**src/rtl/core/frtw_queue.sv**
```systemverilog
`timescale 1ns / 1ps
module frtw_queue #(
	parameter int W = 57
) (
	input  logic         clk,
	input  logic         arst_n,
	input  logic         i_valid,
	output logic         i_ready,
	input  logic [W-1:0] i_data,
	output logic         o_valid,
	input  logic         o_ready,
	output logic [W-1:0] o_data
);
	localparam int DEPTH = 4;
	localparam int AW    = $clog2(DEPTH);

	logic [W-1:0] mem [0:DEPTH-1];
	logic [AW-1:0] wp_q, rp_q;
	logic [AW:0]   cnt_q;
	logic          push, pop;

	assign i_ready = cnt_q != (AW+1)'(DEPTH);
	assign o_valid = cnt_q != '0;
	assign o_data  = mem[rp_q];
	assign push    = i_valid && i_ready;
	assign pop     = o_valid && o_ready;

	always_ff @(posedge clk) begin
		if (push) mem[wp_q] <= i_data;
	end

	always_ff @(posedge clk or negedge arst_n) begin
		if (!arst_n) begin
			wp_q  <= '0;
			rp_q  <= '0;
			cnt_q <= '0;
		end else begin
			if (push) wp_q <= wp_q + AW'(1);
			if (pop) rp_q <= rp_q + AW'(1);
			if (push && !pop) cnt_q <= cnt_q + (AW+1)'(1);
			else if (pop && !push) cnt_q <= cnt_q - (AW+1)'(1);
		end
	end

endmodule

```
**config.mk**
```make
export PLATFORM = sky130hd
export DESIGN_NAME = frtw_queue
export DESIGN_NICKNAME = d
export VERILOG_FILES = /design/src/rtl/core/frtw_queue.sv
export SDC_FILE = /design/constraint.sdc
export NUM_CORES = 1
export LEC_CHECK = 0
export BUFFER_PORTS_ARGS = -buffer_cell sky130_fd_sc_hd__buf_2
export CORE_MARGIN = 5
export CORE_UTILIZATION = 30
export DETAILED_ROUTE_END_ITERATION = 16
export GPL_TIMING_DRIVEN = 0
export PLACE_DENSITY_LB_ADDON = 0.05
export SLEW_MARGIN = 10
export SYNTH_ARGS = -nofsm -noshare
export SYNTH_HDL_FRONTEND = slang
export SYNTH_SLANG_ARGS = --single-unit
```
**constraint.sdc**
```tcl
create_clock -name clk -period 4.5 [get_ports clk]
set_input_delay 1.125 -clock clk [delete_from_list [all_inputs] [get_ports clk]]
set_output_delay 1.125 -clock clk [all_outputs]
set_load 0.005 [all_outputs]
```
==> flow_metrics.tcl <==
set metrics [dict create \
    hold_path_class "in2async" \
    dpl_cell_area_um2 9830 \
    initial_core_util_pct 30.3 \
    drive_above_1_share_pct 45.6 \
    syn_nets 400 \
    rrSetupSlack_ns 2.41 \
    final_common_cell "edfxtp_1" \
    worstSkewPairLatency_ns 0.51 \
    drt_iter0_drc 172 \
    met2_length_um 8950 \
    antenna_found_initial 2 \
    wl_um 17400 \
    power_density_nw_per_um2 650 \
    num-fill-cells 2681 \
    ant_nets 0 \
    power_frac_comb_pct 28.8 \
    rsz0062_at_grt "false" \
    clock_sinks 235 \
    vias_per_cell 4.36 \
    post-route-period-util_pct 73.3 \
    syn_to_final_growth_pct 22.7 \
    maxCapViolCount 0 \
    synthCells 333 \
    setup_tns_ns 0 \
    cts_buffers 26 \
    r2r_cells 8 \
    worstMarginPinSlew_ns 0.776 \
    post-route-cell-area_um2 10600 \
    avgRoutedWirePerCell_um 19.6 \
    io_pins 120 \
    critPathLaunchType "flop" \
    total_power_mw 6.89 \
    crit_fanout 10 \
    cp.required_ns 3.38 \
    p_leak_nw 3.59 \
    ys_ff_latch 235 \
    cp_cell_sequence "buf_2 -> buf_2 -> mux4_2 -> buf_2" \
    final_cell_mix "edfxtp_1, buf_2, mux4_2, clkbuf_16, clkbuf_1" \
    slowest_stage "dfrtp_1" \
    worst-setup-path-type "reg2out" \
    grt_usage_pct 10.6 \
    die_y_um 180 \
    path_clk_slew_ns 0.06 \
    met1_length_um 7180 \
    clkPwrFrac_pct 27.7 \
    endpoint_kind "output port" \
    firstDrtPassIters 4 \
    finalSetupViolations 0 \
    grt_first_pass_wirelength_um 26300 \
    crit_top_cell "buf_2" \
    intPower_mw 5.02 \
    grt_max_degree 35 \
    seqPwrFrac_pct 43.5 \
    met3WireLength_um 907 \
    path_buf_inv 3 \
    drv_slew 0 \
    htree_levels 1 \
    dp_hpwl_um 10900 \
    drc_errors 0 \
    reg2reg_from "cnt_q[1]$_DFFE_PN0P_" \
    swShare_pct 27.2 \
    vias 3858 \
    rows 62 \
    top_layer_used "met5" \
    grt_pass1_vias 4405 \
    status "finished, final reports clean" \
    arrival_ns 2.17 \
    timing_hold_violations_final 0 \
    seq_area_frac_synth_pct 81.2 \
    synthDistinctLibCells 20 \
    placed_cells 840 \
    portBuffers 119 \
    finalClockSkew_ns 0.00639 \
    gp_congestion 0.690 \
    root_buffer "clkbuf_16" \
    nNetsFinal 551 \
    rr_endpoint "cnt_q[2]$_DFFE_PN0P_" \
    cts_buffer_depth 3 \
    yosys_warnings 0 \
    cts-resized-gates 0 \
    crit_cells 4 \
    ir_worst_vdd_mv 0.298 \
    grt_overflow 0 \
    switchingPower_mw 1.87 \
    avgSynthCellArea_um2 26.0 \
    post-cts-setup-buffer-count 0 \
    cp-startpoint "rp_q[1]$_DFFE_PN0P_" \
    crit_family "buffers and inverters" \
    dieArea_um2 32300 \
    min_period_ns 3.30 \
    critPathMaxStageDelay_ns 0.44 \
    cts_hold_buf 0 \
    synth_area_um2 8640 \
    coreArea_um2 28500 \
    cts_tree "built" \
    slew_headroom_pct 48.2 \
    die_w_um 180 \
    final_cells 885 \
    max_freq_mhz 303 \
]
==> layer usage <==
metal | up-vias | track usage, %
met4 | 4 | 2.83
met1 | 2008 | 12.9
li1 | 1727 | -
met3 | 26 | 2.97
met5 | - | 0
met2 | 93 | 18.8
==> Yosys cell counts, drive strengths merged <==
cell	n	share of area, %
or3	1	0.072
mux2	2	0.26
edfxtp	228	79
inv	3	0.13
xor2	2	0.20
nand2	2	0.087
mux4	57	15
a21boi	1	0.13
dfrtp	7	2.0
ha	5	0.72
fa	1	0.23
nor2	2	0.087
nand3	1	0.058
and2	4	0.29
xnor2	4	0.41
buf	13	1.2
==> state kept, by name, indices dropped and copies added, names as in the netlist <==
name,cells
wp_q,2
mem,228
rp_q,2
cnt_q,3
==> kinds of logic (layout without fill, tap and decap cells) <==
kind of cell             after synthesis  in the layout  synth area share [%]
AND/OR/NAND/NOR                       10             10                 0.593
other                                  0              1                     0
XOR/XNOR                               6              6                 0.608
buffers and inverters                 16            183                  1.37
AO/OA/AOI/OAI                          1              1                 0.130
flip-flops                           235            235                  81.2
multiplexers                          59             59                  15.1
adder cells (fa/ha/maj)                6              6                 0.955
==> power by group through the flow <==
stage | registers, mW | logic (mW) | clock network [mW]
2_1_floorplan | 3.03 | 1.21 | 0
4_1_cts | 3.01 | 2.11 | 1.99
3_3_place_gp | 3.08 | 2.02 | 0
5_1_grt | 3.04 | 2.20 | 2.07
6_report | 3.00 | 1.99 | 1.91
3_5_place_dp | 3.05 | 2.10 | 0
==> stage by stage <==
step | utilization, % | hold WS, ns | worst slack, ns
finish | 37.1 | 0.440 | 1.20
global route | 37.1 | 0.416 | 1.08
CTS | 37.1 | 0.413 | 1.10
detailed placement | 34.4 | 0.517 | 1.66
global placement | 34.1 | 0.512 | -0.239
floorplan | - | 0.493 | 1.30
==> layout make-up <==
cell class | count | area, um^2 | area share, %
Clock buffer | 36 | 709 | 6.69
Antenna cell | 1 | 2.50 | 0.0236
Multi-Input combinational cell | 82 | 1510 | 14.3
Tap cell | 384 | 480 | 4.53
Timing Repair Buffer | 123 | 698 | 6.58
Sequential cell | 235 | 7020 | 66.2
Inverter | 3 | 11.3 | 0.106
Buffer | 13 | 108 | 1.01
Clock inverter | 8 | 60.1 | 0.566
==> worst max path at each step <==
stage,to,slack (ns)
after floorplan,mem[0][0]$_DFFE_PP_,1.30
after global placement,mem[1][18]$_DFFE_PP_,-0.24
after detailed placement,o_data[15],1.66
after CTS,o_data[15],1.10
after global routing,o_data[15],1.08
final,o_data[27],1.20
Power figures use the tool's default switching activity.
